<file path="src/sv/ffla_pkg.sv">
// shared types, codes and constants of the first-fit lane allocator
package ffla_pkg;

    // number of lane rows held in the occupancy grid
    localparam int ROW_COUNT = 64;
    localparam int ROW_AW = $clog2(ROW_COUNT);

    // defaults of the top-level parameters
    localparam int TIMELINE_LENGTH_DEF = 64;
    localparam int MAX_LANES_DEF = 64;

    // configuration register
    localparam int TL_W = 7;
    localparam logic [TL_W-1:0] TL_RESET = 7'd64;

    // action codes (code 3 is unused and leaves the state alone)
    typedef enum logic [1:0] {
        ACT_FIRST = 2'd0,
        ACT_FIXED = 2'd1,
        ACT_CLEAR = 2'd2
    } action_t;

    // result status codes
    typedef enum logic [1:0] {
        ST_OK      = 2'd0,
        ST_NO_LANE = 2'd1,
        ST_TIME    = 2'd2
    } status_t;

    // sequencer states
    typedef enum logic [1:0] {
        S_IDLE,
        S_READ,
        S_CHECK,
        S_PUSH
    } state_t;

    // input transaction
    typedef struct packed {
        logic [1:0] action;
        logic [5:0] start_time;
        logic [5:0] end_time;
        logic [5:0] lane;
    } in_item_t;

    // result transaction
    typedef struct packed {
        logic [5:0] granted_lane;
        logic [6:0] lanes_used;
        status_t    status;
    } out_item_t;

endpackage

</file>
<file path="src/sv/ffla_ram.sv">
// generic simple dual-port ram with registered read
module ffla_ram #(
    parameter int WIDTH = 64,
    parameter int DEPTH = 64
) (
    input  logic                     clk,
    input  logic                     wr_en,
    input  logic [$clog2(DEPTH)-1:0] wr_addr,
    input  logic [WIDTH-1:0]         wr_data,
    input  logic [$clog2(DEPTH)-1:0] rd_addr,
    output logic [WIDTH-1:0]         rd_data
);

    logic [WIDTH-1:0] mem [DEPTH];

    // write port
    always_ff @(posedge clk)
    begin
        if (wr_en)
        begin
            mem[wr_addr] <= wr_data;
        end
    end

    // registered read port
    always_ff @(posedge clk)
    begin
        rd_data <= mem[rd_addr];
    end

endmodule

</file>
<file path="src/sv/first_fit_lane_allocator_core.sv">
// first-fit lane allocator: occupancy grid in ram, read-check-write sequencer
//
//   channel   signals                          direction  transaction
//   input     in_valid  in_ready  in_item      in         one request
//   result    out_valid out_ready out_item     out        one result per request
//   config    cfg_wr_en cfg_wr_data            in         timeline length write
//
// reserve actions go from acceptance through S_READ, then S_CHECK once per lane row
// probed (one ram read per cycle, registered read), then S_PUSH; clear, error and
// unused actions go from acceptance straight to S_PUSH.
// reset clears the row valid bits at once, so the grid reads as free with no sweep.
// a held result in the output register does not block the next request; a result
// finished while the output register is still full waits in the sequencer.
module first_fit_lane_allocator_core #(
    parameter int TIMELINE_LENGTH = ffla_pkg::TIMELINE_LENGTH_DEF,
    parameter int MAX_LANES = ffla_pkg::MAX_LANES_DEF
) (
    input  logic                clk,
    input  logic                rst_n,
    input  logic                in_valid,
    output logic                in_ready,
    input  ffla_pkg::in_item_t  in_item,
    output logic                out_valid,
    input  logic                out_ready,
    output ffla_pkg::out_item_t out_item,
    input  logic                cfg_wr_en,
    input  logic [6:0]          cfg_wr_data
);

    import ffla_pkg::*;

    localparam int LANE_LIMIT = (MAX_LANES < ROW_COUNT) ? MAX_LANES : ROW_COUNT;
    localparam logic [6:0] LANE_LIMIT_W = 7'(LANE_LIMIT);
    localparam logic [TL_W-1:0] TL_MAX = TL_W'(TIMELINE_LENGTH);

    state_t                    state_reg, state_next;
    logic [ROW_COUNT-1:0]      row_valid_reg, row_valid_next;
    logic [6:0]                liu_reg, liu_next;
    logic [TL_W-1:0]           tl_reg;
    logic                      out_valid_reg, out_valid_next;
    out_item_t                 out_item_reg, out_item_next;
    out_item_t                 res_reg, res_next;
    logic [ROW_AW-1:0]         cur_reg, cur_next;
    logic [1:0]                act_reg, act_next;
    logic [TIMELINE_LENGTH-1:0] mask_reg, mask_next;

    logic [TL_W-1:0]           eff_len;
    logic [TIMELINE_LENGTH-1:0] in_mask;
    logic [TIMELINE_LENGTH-1:0] row_cur;
    logic                      row_free;
    logic [6:0]                cur_plus;
    logic                      empty_iv;
    logic                      time_err;
    logic                      lane_err;

    logic                      wr_en;
    logic [TIMELINE_LENGTH-1:0] wr_data;
    logic [ROW_AW-1:0]         rd_addr;
    logic [TIMELINE_LENGTH-1:0] rd_data;

    // occupancy grid, one row per lane
    ffla_ram #(
        .WIDTH(TIMELINE_LENGTH),
        .DEPTH(ROW_COUNT)
    ) u_grid (
        .clk    (clk),
        .wr_en  (wr_en),
        .wr_addr(cur_reg),
        .wr_data(wr_data),
        .rd_addr(rd_addr),
        .rd_data(rd_data)
    );

    // interval mask of the incoming request, empty when start is after end
    always_comb
    begin
        for (int i = 0; i < TIMELINE_LENGTH; i++)
        begin
            in_mask[i] = (7'(i) >= {1'b0, in_item.start_time}) &&
                         (7'(i) <= {1'b0, in_item.end_time});
        end
    end

    // request checks
    assign eff_len  = (tl_reg < TL_MAX) ? tl_reg : TL_MAX;
    assign empty_iv = in_item.start_time > in_item.end_time;
    assign time_err = !empty_iv && ({1'b0, in_item.end_time} >= eff_len);
    assign lane_err = {1'b0, in_item.lane} >= LANE_LIMIT_W;

    // probed row, a row never written since the last clear reads as free
    assign row_cur  = row_valid_reg[cur_reg] ? rd_data : '0;
    assign row_free = (row_cur & mask_reg) == '0;
    assign cur_plus = {1'b0, cur_reg} + 7'd1;
    assign wr_data  = row_cur | mask_reg;

    // next state and datapath control
    always_comb
    begin
        state_next     = state_reg;
        row_valid_next = row_valid_reg;
        liu_next       = liu_reg;
        out_valid_next = out_valid_reg;
        out_item_next  = out_item_reg;
        res_next       = res_reg;
        cur_next       = cur_reg;
        act_next       = act_reg;
        mask_next      = mask_reg;
        wr_en          = 1'b0;
        rd_addr        = cur_reg;
        in_ready       = (state_reg == S_IDLE);

        // output register drains
        if (out_valid_reg && out_ready)
        begin
            out_valid_next = 1'b0;
        end

        unique case (state_reg)
            S_IDLE:
            begin
                if (in_valid)
                begin
                    act_next  = in_item.action;
                    cur_next  = in_item.lane;
                    mask_next = in_mask;
                    res_next  = '{granted_lane: '0, lanes_used: liu_reg, status: ST_OK};
                    state_next = S_PUSH;
                    if (in_item.action == ACT_CLEAR)
                    begin
                        row_valid_next = '0;
                        liu_next = '0;
                        res_next.lanes_used = '0;
                    end
                    else if (in_item.action == ACT_FIRST || in_item.action == ACT_FIXED)
                    begin
                        priority if (time_err)
                        begin
                            res_next.status = ST_TIME;
                        end
                        else if (lane_err)
                        begin
                            res_next.status = ST_NO_LANE;
                        end
                        else
                        begin
                            state_next = S_READ;
                        end
                    end
                end
            end
            S_READ:
            begin
                state_next = S_CHECK;
            end
            S_CHECK:
            begin
                // read the next lane ahead in case this one is taken
                rd_addr = cur_plus[ROW_AW-1:0];
                if (act_reg == ACT_FIXED || row_free)
                begin
                    wr_en = 1'b1;
                    row_valid_next[cur_reg] = 1'b1;
                    if (cur_plus > liu_reg)
                    begin
                        liu_next = cur_plus;
                    end
                    res_next = '{granted_lane: cur_reg,
                                 lanes_used: (cur_plus > liu_reg) ? cur_plus : liu_reg,
                                 status: ST_OK};
                    state_next = S_PUSH;
                end
                else if (cur_plus >= LANE_LIMIT_W)
                begin
                    res_next = '{granted_lane: '0, lanes_used: liu_reg, status: ST_NO_LANE};
                    state_next = S_PUSH;
                end
                else
                begin
                    cur_next = cur_plus[ROW_AW-1:0];
                end
            end
            S_PUSH:
            begin
                if (!out_valid_reg || out_ready)
                begin
                    out_valid_next = 1'b1;
                    out_item_next  = res_reg;
                    state_next     = S_IDLE;
                end
            end
            default:
            begin
                state_next = S_IDLE;
            end
        endcase
    end

    // control registers
    always_ff @(posedge clk or negedge rst_n)
    begin
        if (!rst_n)
        begin
            state_reg     <= S_IDLE;
            row_valid_reg <= '0;
            liu_reg       <= '0;
            out_valid_reg <= 1'b0;
            tl_reg        <= TL_RESET;
        end
        else
        begin
            state_reg     <= state_next;
            row_valid_reg <= row_valid_next;
            liu_reg       <= liu_next;
            out_valid_reg <= out_valid_next;
            if (cfg_wr_en)
            begin
                tl_reg <= cfg_wr_data;
            end
        end
    end

    // payload registers
    always_ff @(posedge clk)
    begin
        out_item_reg <= out_item_next;
        res_reg      <= res_next;
        cur_reg      <= cur_next;
        act_reg      <= act_next;
        mask_reg     <= mask_next;
    end

    assign out_valid = out_valid_reg;
    assign out_item  = out_item_reg;

    // lane count never passes the lane limit
    a_liu_limit: assert property (@(posedge clk) disable iff (!rst_n)
        liu_reg <= LANE_LIMIT_W)
        else $error("lanes in use beyond lane limit");

    // the search never probes a lane at or past the limit
    a_probe_limit: assert property (@(posedge clk) disable iff (!rst_n)
        state_reg == S_CHECK |-> {1'b0, cur_reg} < LANE_LIMIT_W)
        else $error("probe beyond lane limit");

    // a good result with lanes in use grants a lane below the count
    a_grant_count: assert property (@(posedge clk) disable iff (!rst_n)
        (out_valid_reg && out_item_reg.status == ST_OK && out_item_reg.lanes_used != '0)
        |-> ({1'b0, out_item_reg.granted_lane} < out_item_reg.lanes_used))
        else $error("granted lane not covered by lanes in use");

endmodule

</file>
<file path="config.mk">
export PLATFORM = sky130hd
export DESIGN_NAME = first_fit_lane_allocator_core
export DESIGN_NICKNAME = d
export VERILOG_FILES = /design/src/sv/ffla_pkg.sv /design/src/sv/ffla_ram.sv /design/src/sv/first_fit_lane_allocator_core.sv
export SDC_FILE = /design/constraint.sdc
export NUM_CORES = 2
export LEC_CHECK = 0
export ABC_AREA = 1
export BUFFER_PORTS_ARGS = -buffer_cell sky130_fd_sc_hd__buf_2
export CAP_MARGIN = 40
export CORE_MARGIN = 2
export CORE_UTILIZATION = 60
export DETAILED_ROUTE_END_ITERATION = 12
export HOLD_SLACK_MARGIN = 0.08
export PLACE_DENSITY_LB_ADDON = 0.25
export SYNTH_ARGS = -nofsm -noshare
export SYNTH_HDL_FRONTEND = slang
export SYNTH_SLANG_ARGS = --single-unit
</file>
<file path="constraint.sdc">
create_clock -name clk -period 9.5 [get_ports clk]
set_input_delay 0.475 -clock clk [delete_from_list [all_inputs] [get_ports clk]]
set_output_delay 0.475 -clock clk [all_outputs]
set_load 0.01 [all_outputs]
</file>
==> results.json <==
{
  "required_ps": 10070,
  "cts_num_sinks": 4343,
  "die_h_um": 538,
  "clock_path_buffers": 4,
  "critPathKind": "flop to flop",
  "clock_latency_ps": 1010,
  "final_layout_size_suffix_gt1_share_pct": 8.10,
  "finalCritPeriodShare_pct": 70.5,
  "drc": 0,
  "cap_violations": 0,
  "dieArea_um2": 289000,
  "yosysUniqueCellTypes": 43,
  "routed_wl_um": 511000,
  "synth_top_cell_by_area": "edfxtp_1",
  "fmaxAchievable_mhz": 149,
  "overflow": 0,
  "nFillCells": 19100,
  "synth_area_um2": 171000,
  "avgRoutedWirePerCell_um": 30.0,
  "grt_use_total_pct": 34.8,
  "drt_iter0_markers": 19700,
  "via_per_inst": 6.81,
  "regMostFlops": "u_grid.mem",
  "worstSetupStartpointType": "flop",
  "status": "completed",
  "end_kind": "flop",
  "r2r_slack_ps": 2800,
  "ctsHtreeMaxLevel": 5,
  "tns_ps": 0,
  "largest_reg_flops": 4096,
  "yosysSeqAreaShare_pct": 75.7,
  "num_io_pins": 49,
  "antenna_found_initial": 23,
  "worst_slew_pin_slew_ps": 980,
  "firstDrtPassIters": 8,
  "grt_max_degree": 198,
  "numCtsBuffers": 425,
  "start_util_pct": 60.4,
  "syn_area_per_cell_um2": 13.0,
  "hpwlAfterDp_um": 267000,
  "syn_inst": 13100,
  "placementRows": 195,
  "yosys_warnings": 0,
  "slew_headroom_pct": 34.7,
  "fin_skew_ps": 81.3,
  "nNetsFinal": 13000,
  "ant_nets": 0,
  "cts_root_buffer": "clkbuf_16",
  "yosysTopAreaCellShare_pct": 73.8,
  "hold_path.class": "input port to flop",
  "final.min_clock_period_ps": 6700,
  "grt_pass1_vias": 111000,
  "final-setup-viol-count": 0,
  "fp.coreArea_um2": 283000,
  "slew_viol_final": 0,
  "cts_tree": "yes",
  "yosys_register_bits": 4343,
  "place.gp.congestion": 0.919,
  "cp.arrival_ps": 7270,
  "crit_fanout": 81,
  "hold_viol_final": 0,
  "vias": 116000,
  "die_w_um": 538,
  "rsz0062_at_grt": "no",
  "ys_top_cells_by_area": "edfxtp_1 (74%), o21ai_0 (7.8%), nor2_1 (5.9%)",
  "synth_nets": 13200,
  "clk_pin_slew_ps": 70,
  "cts_resized": 0,
  "syn2layout_area_growth_pct": 11.3,
  "io_buffers": 48,
  "grt_pass1_wl_um": 740000
}
-- worst max-delay path, stage by stage, from the launching register on --
cell	delay, ps
edfxtp_1	960
buf_4	430
nand2_1	100
nand3_1	80
nand2_1	50
o21ai_1	160
nand2_1	70
nor2_1	240
nand2_4	130
buf_16	240
buf_12	240
nand3_1	100
nand4_1	120
nor2_1	220
nand2_1	90
nor2_1	140
nand2_2	200
nand2_2	240
nand2_4	440
buf_4	530
nor3_2	200
buf_4	490
buf_4	670
-- layout make-up --
type / instances / area (um2) / share of cell area (%)
timing repair buffer: 396 / 3940 / 2.07
sequential: 4343 / 129000 / 68.0
clock inverter: 227 / 2400 / 1.26
clock buffer: 560 / 11600 / 6.11
tap: 3743 / 4680 / 2.46
multi-input combinational: 7597 / 37400 / 19.7
inverter: 199 / 793 / 0.417
antenna: 12 / 30.0 / 0.0158
-- layout by cell type (no fill, tap or decap), types with 8 or more instances in the layout --
cell type         n
edfxtp_1       4198
nor2_1         2670
o21ai_0        2653
o22ai_1        1025
clkbuf_16       431
nand2_1         398
o221ai_1        256
buf_4           244
nand3_1         234
inv_1           189
clkbuf_1         94
dfrtp_1          80
clkinv_1         75
clkinv_2         73
o21ai_1          69
a21o_1           65
dfxtp_1          64
nor3_2           63
buf_12           54
buf_2            47
bufinv_16        38
clkbuf_8         35
dlygate4sd3_1    34
a21oi_1          29
ha_1             22
a211oi_1         21
nand4_1          16
buf_16           16
clkinvlp_4       14
a221oi_1         13
diode_2          12
o211ai_1         11
clkinv_16        10
inv_6             9
nor3_1            8
-- cell families (layout without fill, tap and decap cells) --
logic type | after synthesis | in the layout | synth area share (%)
AO/OA/AOI/OAI | 4165 | 4165 | 13.7
XOR/XNOR | 1 | 1 | 0.00513
adder cells (fa/ha/maj) | 23 | 23 | 0.168
buffers and inverters | 1173 | 1382 | 2.65
flip-flops | 4343 | 4343 | 75.7
multiplexers | 5 | 5 | 0.0329
other | 0 | 12 | 0
AND/OR/NAND/NOR | 3403 | 3403 | 7.74
-- per-stage QoR --
step                      worst slack [ps]  hold slack (ps)  std cells  util [%]  area [um2]
after global routing                  2460              146      17100      67.3      190000
after CTS                             2820              118      17100      67.3      190000
after floorplan                       2140              179      13100         -      171000
final                                 2800              182      17100      67.3      190000
after detailed placement              2860              356      16200      62.2      176000
after global placement                2480              355      16200      62.0      175000
-- final timing paths --
check                            start                 end  depth (start not counted)
max                         cur_reg[0]  u_grid.mem[60][48]                         22
min                        in_item[17]        mask_reg[31]                          2
max reg2reg                 cur_reg[0]  u_grid.mem[60][48]                         22
min reg2reg                 res_reg[1]         out_item[1]                          0
max in group asynchronous        rst_n          liu_reg[3]                          4
min in group asynchronous        rst_n           tl_reg[6]                          3
-- Yosys cell counts --
library cell and count:
inv_2 3, buf_2 22, dfstp_2 1, nand2_2 3, xor2_1 1, a221oi_1 13, nand3_2 1, a21oi_1 33
o21a_1 3, a2111oi_0 4, nand4_1 16, nor4_1 1, nor2_2 3, dfxtp_1 64, o221ai_1 256, or2_1 2
inv_1 193, nand3_1 234, edfxtp_1 4198, buf_6 11, nor2_1 2671, o21ai_1 70, a31oi_1 3, nor3_1 71
mux2_2 5, clkbuf_1 892, inv_6 1, o21bai_1 2, clkinv_1 2, o21ai_2 3, o211ai_1 11, nand2_1 400
o21ai_0 2653, dfrtp_1 80, a311oi_1 1, ha_1 23, buf_1 45, o22ai_1 1025, nand3_4 1, buf_4 4
o31ai_1 2, a21o_1 65, a211oi_1 21
-- timing repair --
action	CTS	global route
hold buffers	34	0
endpoints found under the hold margin	82	0
setup buffers	0	0
endpoints found under the setup margin	0	0
-- routing by layer --
layer  up-vias  global-route usage [%]  share of wire (%)
met1     57200                    48.2                 36
met2      8799                    53.5                 46
met5         -                       0             0.0076
met4         6                    17.7                5.7
met3      1470                    6.41                 13
li1      48800                       -                  -
Power is left out: the tool's default activity adds up to more than one toggle a clock period on the data nets, which glitch-free logic cannot reach.
